**src/rtl/keyed_entry_table_defines.svh**
```systemverilog
// ----------------------------------------------------------------------------
// Keyed entry table assertion macros
// Shared assertion macros for the keyed entry table RTL, clocked on clk and
// disabled while rst_n is low.
// ----------------------------------------------------------------------------
`ifndef KEYED_ENTRY_TABLE_DEFINES_SVH
`define KEYED_ENTRY_TABLE_DEFINES_SVH

`ifndef ASSERT_OFF

`define KET_ASSERT_IMP(label, ante, cons, msg) \
    label: assert property (@(posedge clk) disable iff (!rst_n) (ante) |-> (cons)) \
        else $error(msg);

`define KET_ASSERT_NXT(label, ante, cons, msg) \
    label: assert property (@(posedge clk) disable iff (!rst_n) (ante) |=> (cons)) \
        else $error(msg);

`else

`define KET_ASSERT_IMP(label, ante, cons, msg)

`define KET_ASSERT_NXT(label, ante, cons, msg)

`endif

`endif

```
**src/rtl/ket_pkg.sv**
```systemverilog
// ----------------------------------------------------------------------------
// Keyed entry table package
// Command, status and state codes, the key type and the cell control word.
// ----------------------------------------------------------------------------
package ket_pkg;

    typedef logic signed [31:0] key_t;

    typedef enum logic [2:0] {
        CMD_ADD    = 3'd0,
        CMD_DELETE = 3'd1,
        CMD_UPDATE = 3'd2,
        CMD_GET    = 3'd3,
        CMD_CLEAR  = 3'd4
    } cmd_t;

    typedef enum logic [2:0] {
        ST_OK        = 3'd0,
        ST_FULL      = 3'd1,
        ST_ADD_DUP   = 3'd2,
        ST_DEL_MISS  = 3'd3,
        ST_UPD_CLASH = 3'd4,
        ST_UPD_MISS  = 3'd5,
        ST_GET_MISS  = 3'd6
    } status_t;

    typedef enum logic {
        S_IDLE  = 1'b0,
        S_APPLY = 1'b1
    } state_t;

    typedef struct packed {
        logic cmp_en;
        logic wr_en;
        logic shift_en;
    } cell_ctrl_t;

    localparam int CFG_ADDR_W = 3;
    localparam logic REG_CAPACITY = 1'b0;
    localparam logic [4:0] CAPACITY_RESET = 5'd16;

endpackage

```
**src/rtl/ket_req_if.sv**
```systemverilog
// ----------------------------------------------------------------------------
// Keyed entry table request channel
// Valid/ready channel that carries one command word.
// ----------------------------------------------------------------------------
interface ket_req_if;

    logic           valid;
    logic           ready;
    logic [2:0]     cmd;
    ket_pkg::key_t  key;
    ket_pkg::key_t  new_key;
    logic [63:0]    entry_value;

    modport source (output valid, output cmd, output key, output new_key,
                    output entry_value, input ready);
    modport sink (input valid, input cmd, input key, input new_key,
                  input entry_value, output ready);

endinterface

```
**src/rtl/ket_rsp_if.sv**
```systemverilog
// ----------------------------------------------------------------------------
// Keyed entry table response channel
// Valid/ready channel that carries one result word.
// ----------------------------------------------------------------------------
interface ket_rsp_if;

    logic        valid;
    logic        ready;
    logic [2:0]  status;
    logic [63:0] found_value;
    logic [4:0]  entry_count;

    modport source (output valid, output status, output found_value,
                    output entry_count, input ready);
    modport sink (input valid, input status, input found_value,
                  input entry_count, output ready);

endinterface

```
**src/rtl/keyed_entry_table.sv**
```systemverilog
// ----------------------------------------------------------------------------
// Keyed entry table
// Ordered key/value table built as a row of entry cells with unique keys.
// ----------------------------------------------------------------------------
// A command word is accepted in S_IDLE and applied in S_APPLY. At the edge
// that accepts it every cell compares its key with key and new_key; at the
// apply edge the table writes at most one cell, shifts the cells above a
// deleted entry down by one place, and loads the result word into the output
// register. The next word is accepted after the apply edge, so the table
// takes no new word before it is through with the last one; a result still
// held on the response side delays only the apply edge of the next command.
`include "keyed_entry_table_defines.svh"

module keyed_entry_table
#(
    parameter int TABLE_DEPTH = 16,
    parameter int NAME_BYTES  = 8
)
(
    input  logic                           clk,
    input  logic                           rst_n,
    ket_req_if.sink                        request,
    ket_rsp_if.source                      response,
    input  logic                           psel,
    input  logic                           penable,
    input  logic                           pwrite,
    input  logic [ket_pkg::CFG_ADDR_W-1:0] paddr,
    input  logic [31:0]                    pwdata,
    output logic [31:0]                    prdata,
    output logic                           pready
);

    localparam int VALUE_W = 8 * NAME_BYTES;
    localparam int CNT_W   = $clog2(TABLE_DEPTH + 1);
    localparam int IDX_W   = (TABLE_DEPTH > 1) ? $clog2(TABLE_DEPTH) : 1;

    ket_pkg::state_t     state_reg;
    ket_pkg::state_t     state_next;
    ket_pkg::cmd_t       cmd_reg;
    ket_pkg::key_t       key_reg;
    ket_pkg::key_t       new_key_reg;
    logic [VALUE_W-1:0]  value_reg;
    logic [CNT_W-1:0]    count_reg;
    logic [CNT_W-1:0]    count_next;

    logic                out_valid_reg;
    ket_pkg::status_t    out_status_reg;
    logic [VALUE_W-1:0]  out_found_reg;
    logic [CNT_W-1:0]    out_count_reg;

    logic [4:0]          capacity_limit;
    logic [CNT_W-1:0]    limit;
    logic                accept;
    logic                out_free;
    logic                apply_go;

    ket_pkg::key_t       cell_key   [TABLE_DEPTH];
    logic [VALUE_W-1:0]  cell_value [TABLE_DEPTH];
    ket_pkg::cell_ctrl_t cell_ctrl  [TABLE_DEPTH];
    logic [TABLE_DEPTH-1:0] match_key_raw;
    logic [TABLE_DEPTH-1:0] match_new_raw;
    logic [TABLE_DEPTH-1:0] hit_key;
    logic [TABLE_DEPTH-1:0] hit_new;

    logic [IDX_W-1:0]    pos_key;
    logic [VALUE_W-1:0]  found_value;
    ket_pkg::status_t    status_next;
    logic [VALUE_W-1:0]  found_next;
    logic                wr_at_count;
    logic                wr_at_hit;
    logic                do_shift;
    ket_pkg::key_t       wr_key;

    ket_cfg u_cfg
    (
        .clk            (clk),
        .rst_n          (rst_n),
        .psel           (psel),
        .penable        (penable),
        .pwrite         (pwrite),
        .paddr          (paddr),
        .pwdata         (pwdata),
        .prdata         (prdata),
        .pready         (pready),
        .capacity_limit (capacity_limit)
    );

    always_comb
    begin
        state_next = state_reg;
        unique case (state_reg)
            ket_pkg::S_IDLE:
            begin
                if (request.valid)
                begin
                    state_next = ket_pkg::S_APPLY;
                end
            end
            ket_pkg::S_APPLY:
            begin
                if (out_free)
                begin
                    state_next = ket_pkg::S_IDLE;
                end
            end
            default:
            begin
                state_next = ket_pkg::S_IDLE;
            end
        endcase
    end

    always_comb
    begin
        out_free      = !out_valid_reg || response.ready;
        request.ready = (state_reg == ket_pkg::S_IDLE);
        accept        = request.valid && request.ready;
        apply_go      = (state_reg == ket_pkg::S_APPLY) && out_free;
    end

    always_ff @(posedge clk)
    begin
        if (accept)
        begin
            cmd_reg     <= ket_pkg::cmd_t'(request.cmd);
            key_reg     <= request.key;
            new_key_reg <= request.new_key;
            value_reg   <= request.entry_value[VALUE_W-1:0];
        end
    end

    genvar gi;
    generate
        for (gi = 0; gi < TABLE_DEPTH; gi++)
        begin : g_cell
            ket_pkg::key_t      nb_key;
            logic [VALUE_W-1:0] nb_value;

            if (gi == TABLE_DEPTH - 1)
            begin : g_last
                assign nb_key   = '0;
                assign nb_value = '0;
            end
            else
            begin : g_mid
                assign nb_key   = cell_key[gi + 1];
                assign nb_value = cell_value[gi + 1];
            end

            assign hit_key[gi] = match_key_raw[gi] && (CNT_W'(gi) < count_reg);
            assign hit_new[gi] = match_new_raw[gi] && (CNT_W'(gi) < count_reg);

            assign cell_ctrl[gi].cmp_en   = accept;
            assign cell_ctrl[gi].wr_en    = apply_go &&
                ((wr_at_count && (count_reg == CNT_W'(gi))) || (wr_at_hit && hit_key[gi]));
            assign cell_ctrl[gi].shift_en = apply_go && do_shift && (IDX_W'(gi) >= pos_key);

            ket_cell #(.VALUE_W(VALUE_W)) u_cell
            (
                .clk         (clk),
                .ctrl        (cell_ctrl[gi]),
                .cmp_key     (request.key),
                .cmp_new_key (request.new_key),
                .wr_key      (wr_key),
                .wr_value    (value_reg),
                .next_key    (nb_key),
                .next_value  (nb_value),
                .key_out     (cell_key[gi]),
                .value_out   (cell_value[gi]),
                .match_key   (match_key_raw[gi]),
                .match_new   (match_new_raw[gi])
            );
        end
    endgenerate

    // Keys are unique among held entries, so at most one cell hits and the
    // hit vector can be encoded and muxed by plain OR.
    always_comb
    begin
        pos_key     = '0;
        found_value = '0;
        for (int i = 0; i < TABLE_DEPTH; i++)
        begin
            if (hit_key[i])
            begin
                pos_key     = pos_key | IDX_W'(i);
                found_value = found_value | cell_value[i];
            end
        end
    end

    always_comb
    begin
        if (int'(capacity_limit) >= TABLE_DEPTH)
        begin
            limit = CNT_W'(TABLE_DEPTH);
        end
        else
        begin
            limit = CNT_W'(capacity_limit);
        end
    end

    always_comb
    begin
        status_next = ket_pkg::ST_OK;
        found_next  = '0;
        count_next  = count_reg;
        wr_at_count = 1'b0;
        wr_at_hit   = 1'b0;
        do_shift    = 1'b0;
        wr_key      = (cmd_reg == ket_pkg::CMD_ADD) ? key_reg : new_key_reg;
        unique case (cmd_reg)
            ket_pkg::CMD_ADD:
            begin
                priority if (count_reg >= limit)
                begin
                    status_next = ket_pkg::ST_FULL;
                end
                else if (|hit_key)
                begin
                    status_next = ket_pkg::ST_ADD_DUP;
                end
                else
                begin
                    wr_at_count = 1'b1;
                    count_next  = count_reg + 1'b1;
                end
            end
            ket_pkg::CMD_DELETE:
            begin
                if (|hit_key)
                begin
                    do_shift   = 1'b1;
                    count_next = count_reg - 1'b1;
                end
                else
                begin
                    status_next = ket_pkg::ST_DEL_MISS;
                end
            end
            ket_pkg::CMD_UPDATE:
            begin
                priority if ((key_reg != new_key_reg) && (|hit_new))
                begin
                    status_next = ket_pkg::ST_UPD_CLASH;
                end
                else if (!(|hit_key))
                begin
                    status_next = ket_pkg::ST_UPD_MISS;
                end
                else
                begin
                    wr_at_hit = 1'b1;
                end
            end
            ket_pkg::CMD_GET:
            begin
                if (|hit_key)
                begin
                    found_next = found_value;
                end
                else
                begin
                    status_next = ket_pkg::ST_GET_MISS;
                end
            end
            ket_pkg::CMD_CLEAR:
            begin
                count_next = '0;
            end
            default:
            begin
                status_next = ket_pkg::ST_OK;
            end
        endcase
    end

    always_ff @(posedge clk or negedge rst_n)
    begin
        if (!rst_n)
        begin
            state_reg     <= ket_pkg::S_IDLE;
            count_reg     <= '0;
            out_valid_reg <= 1'b0;
        end
        else
        begin
            state_reg <= state_next;
            if (apply_go)
            begin
                count_reg     <= count_next;
                out_valid_reg <= 1'b1;
            end
            else if (response.ready)
            begin
                out_valid_reg <= 1'b0;
            end
        end
    end

    always_ff @(posedge clk)
    begin
        if (apply_go)
        begin
            out_status_reg <= status_next;
            out_found_reg  <= found_next;
            out_count_reg  <= count_next;
        end
    end

    assign response.valid       = out_valid_reg;
    assign response.status      = out_status_reg;
    assign response.found_value = 64'(out_found_reg);
    assign response.entry_count = 5'(out_count_reg);

    `KET_ASSERT_IMP(a_count_in_range, 1'b1, count_reg <= CNT_W'(TABLE_DEPTH), "count above depth")
    `KET_ASSERT_IMP(a_unique_keys, state_reg == ket_pkg::S_APPLY, $onehot0(hit_key), "key held twice")
    `KET_ASSERT_NXT(a_add_grows, apply_go && wr_at_count, count_reg == $past(count_reg) + 1'b1, "add lost")
    `KET_ASSERT_IMP(a_found_only_ok, response.valid && response.status != ket_pkg::ST_OK, response.found_value == 64'd0, "stray value")

endmodule

```
**src/rtl/ket_cfg.sv**
```systemverilog
// ----------------------------------------------------------------------------
// Keyed entry table configuration registers
// APB-style register port holding the capacity limit.
// ----------------------------------------------------------------------------
module ket_cfg
(
    input  logic                           clk,
    input  logic                           rst_n,
    input  logic                           psel,
    input  logic                           penable,
    input  logic                           pwrite,
    input  logic [ket_pkg::CFG_ADDR_W-1:0] paddr,
    input  logic [31:0]                    pwdata,
    output logic [31:0]                    prdata,
    output logic                           pready,
    output logic [4:0]                     capacity_limit
);

    logic [4:0] capacity_reg;
    logic [4:0] capacity_next;
    logic       sel_capacity;

    assign pready       = 1'b1;
    assign sel_capacity = (paddr[2] == ket_pkg::REG_CAPACITY);

    always_comb
    begin
        capacity_next = capacity_reg;
        if (psel && penable && pwrite && pready && sel_capacity)
        begin
            capacity_next = pwdata[4:0];
        end
    end

    always_ff @(posedge clk or negedge rst_n)
    begin
        if (!rst_n)
        begin
            capacity_reg <= ket_pkg::CAPACITY_RESET;
        end
        else
        begin
            capacity_reg <= capacity_next;
        end
    end

    assign prdata         = sel_capacity ? 32'(capacity_reg) : 32'd0;
    assign capacity_limit = capacity_reg;

endmodule

```
**src/rtl/ket_cell.sv**
```systemverilog
// ----------------------------------------------------------------------------
// Keyed entry table cell
// One table entry: compares its key on acceptance, is written in place, or
// takes the entry of its right-hand neighbor when the table closes a gap.
// ----------------------------------------------------------------------------
module ket_cell
#(
    parameter int VALUE_W = 64
)
(
    input  logic                 clk,
    input  ket_pkg::cell_ctrl_t  ctrl,
    input  ket_pkg::key_t        cmp_key,
    input  ket_pkg::key_t        cmp_new_key,
    input  ket_pkg::key_t        wr_key,
    input  logic [VALUE_W-1:0]   wr_value,
    input  ket_pkg::key_t        next_key,
    input  logic [VALUE_W-1:0]   next_value,
    output ket_pkg::key_t        key_out,
    output logic [VALUE_W-1:0]   value_out,
    output logic                 match_key,
    output logic                 match_new
);

    ket_pkg::key_t      key_reg;
    logic [VALUE_W-1:0] value_reg;
    logic               match_key_reg;
    logic               match_new_reg;

    always_ff @(posedge clk)
    begin
        if (ctrl.cmp_en)
        begin
            match_key_reg <= (key_reg == cmp_key);
            match_new_reg <= (key_reg == cmp_new_key);
        end
        if (ctrl.wr_en)
        begin
            key_reg   <= wr_key;
            value_reg <= wr_value;
        end
        else if (ctrl.shift_en)
        begin
            key_reg   <= next_key;
            value_reg <= next_value;
        end
    end

    assign key_out   = key_reg;
    assign value_out = value_reg;
    assign match_key = match_key_reg;
    assign match_new = match_new_reg;

endmodule

```
**src/flat_wrapper.sv**
```systemverilog
// flat-port wrapper written by rule: the top's interface ports become plain ports
module keyed_entry_table_flat 
#(
    parameter int TABLE_DEPTH = 16,
    parameter int NAME_BYTES  = 8
)
  (clk, rst_n, psel, penable, pwrite, paddr, pwdata, prdata, pready, request_valid, request_cmd, request_key, request_new_key, request_entry_value, request_ready, response_valid, response_status, response_found_value, response_entry_count, response_ready);
  ket_req_if request_i ();
  ket_rsp_if response_i ();
  input  logic clk;
  input  logic rst_n;
  input  logic psel;
  input  logic penable;
  input  logic pwrite;
  input  logic [ket_pkg::CFG_ADDR_W-1:0] paddr;
  input  logic [31:0] pwdata;
  output logic [31:0] prdata;
  output logic pready;
  input wire logic [$bits(request_i.valid)-1:0] request_valid;
  input wire logic [$bits(request_i.cmd)-1:0] request_cmd;
  input wire logic [$bits(request_i.key)-1:0] request_key;
  input wire logic [$bits(request_i.new_key)-1:0] request_new_key;
  input wire logic [$bits(request_i.entry_value)-1:0] request_entry_value;
  output wire logic [$bits(request_i.ready)-1:0] request_ready;
  output wire logic [$bits(response_i.valid)-1:0] response_valid;
  output wire logic [$bits(response_i.status)-1:0] response_status;
  output wire logic [$bits(response_i.found_value)-1:0] response_found_value;
  output wire logic [$bits(response_i.entry_count)-1:0] response_entry_count;
  input wire logic [$bits(response_i.ready)-1:0] response_ready;
  assign request_i.valid = request_valid;
  assign request_i.cmd = request_cmd;
  assign request_i.key = request_key;
  assign request_i.new_key = request_new_key;
  assign request_i.entry_value = request_entry_value;
  assign request_ready = request_i.ready;
  assign response_valid = response_i.valid;
  assign response_status = response_i.status;
  assign response_found_value = response_i.found_value;
  assign response_entry_count = response_i.entry_count;
  assign response_i.ready = response_ready;
  keyed_entry_table #(.TABLE_DEPTH(TABLE_DEPTH), .NAME_BYTES(NAME_BYTES)) u_core (.clk(clk), .rst_n(rst_n), .request(request_i), .response(response_i), .psel(psel), .penable(penable), .pwrite(pwrite), .paddr(paddr), .pwdata(pwdata), .prdata(prdata), .pready(pready));
endmodule
```
**config.mk**
```make
export PLATFORM = sky130hd
export DESIGN_NAME = keyed_entry_table_flat
export DESIGN_NICKNAME = d
export VERILOG_FILES = /design/src/rtl/ket_pkg.sv /design/src/rtl/ket_req_if.sv /design/src/rtl/ket_rsp_if.sv /design/src/rtl/keyed_entry_table.sv /design/src/rtl/ket_cfg.sv /design/src/rtl/ket_cell.sv /design/src/flat_wrapper.sv
export VERILOG_INCLUDE_DIRS = /design/src /design/src/rtl
export SDC_FILE = /design/constraint.sdc
export NUM_CORES = 2
export LEC_CHECK = 0
export BUFFER_PORTS_ARGS = -buffer_cell sky130_fd_sc_hd__buf_2
export CAP_MARGIN = 20
export CORE_MARGIN = 2
export CORE_UTILIZATION = 55
export CTS_CLUSTER_SIZE = 20
export DETAILED_ROUTE_END_ITERATION = 8
export GPL_ROUTABILITY_DRIVEN = 0
export GPL_TIMING_DRIVEN = 0
export PLACE_DENSITY = 0.72
export SYNTH_ARGS = -nofsm -noshare
export SYNTH_HDL_FRONTEND = slang
export SYNTH_SLANG_ARGS = --single-unit
```
**constraint.sdc**
```tcl
create_clock -name clk -period 12.4 [get_ports clk]
set_clock_uncertainty 0.2 [all_clocks]
set_input_delay 0.62 -clock clk [delete_from_list [all_inputs] [get_ports clk]]
set_output_delay 0.62 -clock clk [all_outputs]
set_load 0.02 [all_outputs]
```
==> metrics.md <==
| Metric | Value |
|---|---|
| First-pass GRT wire length | `489 mm` |
| Crit path capture type | `register` |
| Peak VDD IR | `between 150 and 200 µV` |
| DRT Pass-1 Iters | `9` |
| Share of the synthesized area in the top cell type | `0.580` |
| # port buffers | `222` |
| CTS tree | `done` |
| Core Region | `between 0.15 and 0.2 mm²` |
| Area growth syn-to-layout | `15.7%` |
| Number of CTS-inserted buffers | `186` |
| Starting DRT DRC Count | `14600` |
| Fmax | `133 MHz` |
| DIE AREA | `0.170 mm²` |
| Final Slew Violations | `0` |
| Crit share post-route | `0.605` |
| Synth Instances | `between 6000 and 7000` |
| Final Hold Fails | `0` |
| Max-cap viol count | `0` |
| Ratio of cells with drive above 1 in the final layout | `0.311` |
| Pint | `about 0.012 W` |
| Initial antenna violation count | `26` |
| Static leakage | `36.8 nW` |
| Slew @ Worst Pin | `between 1 and 1.5 ns` |
| Slowest stage delay, CP | `around 0.8 ns` |
| Largest cells by area after synthesis | `edfxtp_1 (58%), mux2_2 (17%), xor2_1 (10%)` |
| Cell taking the most area after synthesis | `edfxtp_1` |
| Yosys warning count | `0` |
| Kind of critical path | `register to register` |
| Clk sinks | `1783` |
| Cts hold-fix bufs | `140` |
| Mapped cell area | `0.0916 mm²` |
| Routed vias | `between 60000 and 70000` |
| Sequential power share | `0.462` |
| Routed Wire Length | `361 mm` |
| Fill count | `12100` |
| # setup viols final | `0` |
| Largest net degree at the start of global routing | `56` |
| Crit path max-delay cell type | `nand3b_1` |
| Cell mode on critical path | `buf_2` |
| Number of distinct library cells after synthesis | `69` |
| Switching part of the total | `0.312` |
| PnR worst setup slack | `4.89 ns` |
| Clock Latency Late Sink | `between 0.9 and 1 ns` |
| Switching power | `around 0.0053 W` |
| Setup repair bufs after CTS | `0` |
| Clk pwr share | `0.341` |
| CP Launch Type | `register` |
| Chip height | `412 µm` |
| Vias per cell | `around 7.2` |
| Syn Area/Cell | `around 14 µm²` |
| Cts repair resizes | `0` |
| Most frequent cell after synthesis | `edfxtp_1` |
| Die Wd | `412 µm` |
| Total power | `between 0.015 and 0.02 W` |
| GRT Util Overall | `0.414` |
| Failing checks | `design-rule violations` |
| CTS H-tree lvls | `4` |
| Row count | `about 150` |
| Critical Path, Cell by Cell | `buf_2 -> clkbuf_1 -> inv_1 -> ha_1 -> or4b_2 -> a21oi_1 -> o22ai_1 -> nor4_1 -> o21a_1 -> a32o_1 -> clkbuf_1 -> buf_2 -> buf_2 -> nand3b_1 -> buf_16 -> buf_8 -> buf_8` |
| Hold_ws | `0.0348 ns` |
| Hold Crit Class | `input port to async pin` |
| Synthesis-stage register bit count | `1783` |
| Max-slew headroom | `0.0884` |
| CTS clk-pin slew, worst paths | `0.06 ns` |
| Number of flip-flops in the largest register | `1024` |
| Starting Density | `0.555` |
| RSZ-0062 raised after global routing | `no` |
| DR WL/cell | `38.2 µm` |
| Clk Tree Root Cell | `clkbuf_16` |
| Multi-input logic area | `0.0358 mm²` |
| I/O Pins | `280` |
| Gate power share | `0.197` |
| Post-layout minimum cycle time | `~7.5 ns` |
| Post-DRT Antenna Nets | `0` |
| Worst EP required | `approximately 13 ns` |
| Grt ovf | `0` |
| Worst slack, placed | `5.44 ns` |
| Reg area | `around 0.053 mm²` |
| Synth cell count leaders | `edfxtp_1 (1771), mux2_2 (1367), xor2_1 (1056), clkbuf_1 (360), nor4_1 (267)` |
| Synth Flop Type | `edfxtp_1` |
| Vias in the first global route | `63800` |
| Status | `complete, but fails checks` |
| Final nets | `between 7000 and 8000` |
| Longest Clk Path Bufs | `3` |
| Worst EP arrival | `7.88 ns` |
| Pwr/cell area | `160 mW/mm²` |
| Post-synth EDFFs | `about 1800` |
| DRC | `3` |
| FFs w/ async S/R, synth | `0.00673` |
| Sequential fraction of the synthesis area | `0.584` |
| DP HPWL | `254 mm` |
| Worst-path maximum fanout | `12` |
-- per-layer routing --
metal  vias to the layer above  share of wire  global-route usage
met3                      1574           0.17               0.166
met1                     33400           0.36               0.555
li1                      25900              -                   -
met5                         -        0.00096                   0
met2                      7080           0.40               0.570
met4                        28          0.072               0.235
-- cell usage in the layout (no fill, tap or decap), types with 10 or more instances in the layout --
cell / n
edfxtp_1: 1771
mux2_2: 1367
xor2_1: 1056
clkbuf_1: 386
buf_2: 308
nor4_1: 265
clkbuf_16: 188
nand2_1: 185
a22oi_1: 177
dlygate4sd3_1: 140
a221oi_1: 138
a21oi_1: 99
buf_8: 88
a22o_1: 74
nor2b_1: 73
nand3_1: 71
nand4_1: 70
buf_4: 64
a222oi_1: 64
nor2_1: 62
and3_1: 62
mux2_4: 57
buf_1: 50
clkinv_1: 45
buf_16: 41
clkinv_2: 33
conb_1: 28
buf_6: 23
mux2_1: 22
bufinv_16: 21
o21a_1: 13
diode_2: 12
a31oi_1: 11
nor3_1: 11
dfrtp_1: 11
a32o_1: 10
ha_1: 10
-- power groups by stage --
stage | Sequential [W] | Clock (W) | Combinational (W)
after floorplan | 0.00793 | 0 | 0.00157
after global placement | 0.00813 | 0 | 0.00280
after detailed placement | 0.00793 | 0 | 0.00310
after CTS | 0.00781 | 0.00574 | 0.00316
after global routing | 0.00787 | 0.00596 | 0.00340
final | 0.00785 | 0.00579 | 0.00335
-- stage by stage --
stage                util  setup TNS [ns]  instance area, µm²  std cells
floorplan               -               0               91700       6391
global placement    0.579         -972.23               95600       8802
detailed placement  0.594               0               98100       8928
CTS                 0.640               0              106000       9406
global route        0.642               0              106000       9434
finish              0.642               0              106000       9444
-- cell families after synthesis --
family          count (synthesis)  synth area share
simple gates                  851            0.0507
other cells                     2         0.0000819
buf+inv                       577            0.0285
fa+ha+maj                      12           0.00158
compound gates                638            0.0546
mux                          1446             0.180
flops                        1783             0.584
xor+xnor                     1056             0.101
-- area by class of cell --
type,count,area share
Timing Repair Buffer,514,0.0497
Antenna cell,12,0.000283
Tap cell,2189,0.0258
Inverter,7,0.000248
Sequential cell,1783,0.504
Clock inverter,118,0.0121
Clock buffer,220,0.0455
Buffer,570,0.0245
Multi-Input combinational cell,4031,0.337
-- path summary, 6_finish.rpt --
| check | cells after the start | startpoint | slack [ns] | end |
|---|---|---|---|---|
| worst max-delay path | 17 | u_core.count_reg[1] | 4.89 | u_core.g_cell[14].u_cell.value_out[38] |
| worst min-delay path | 2 | rst_n | 0.03 | u_core.u_cfg.capacity_limit[4] |
| worst max register to register | 17 | u_core.count_reg[1] | 4.89 | u_core.g_cell[14].u_cell.value_out[38] |
| worst min register to register | 2 | u_core.response.valid | 0.32 | u_core.response.valid |
| max in group asynchronous | 3 | rst_n | 10.96 | u_core.u_cfg.capacity_limit[3] |
| min in group clk | 3 | pwrite | 0.09 | u_core.u_cfg.capacity_limit[2] |
-- worst max-delay path: cells and delay by family, from the launching register on --
kind,cells,cell delay [ns]
flip-flops,1,0.49
buffers and inverters,9,3.16
AND/OR/NAND/NOR,3,1.93
AO/OA/AOI/OAI,4,1.05
adder cells (fa/ha/maj),1,0.29
Note: power is estimated with default switching activity, not from simulation.
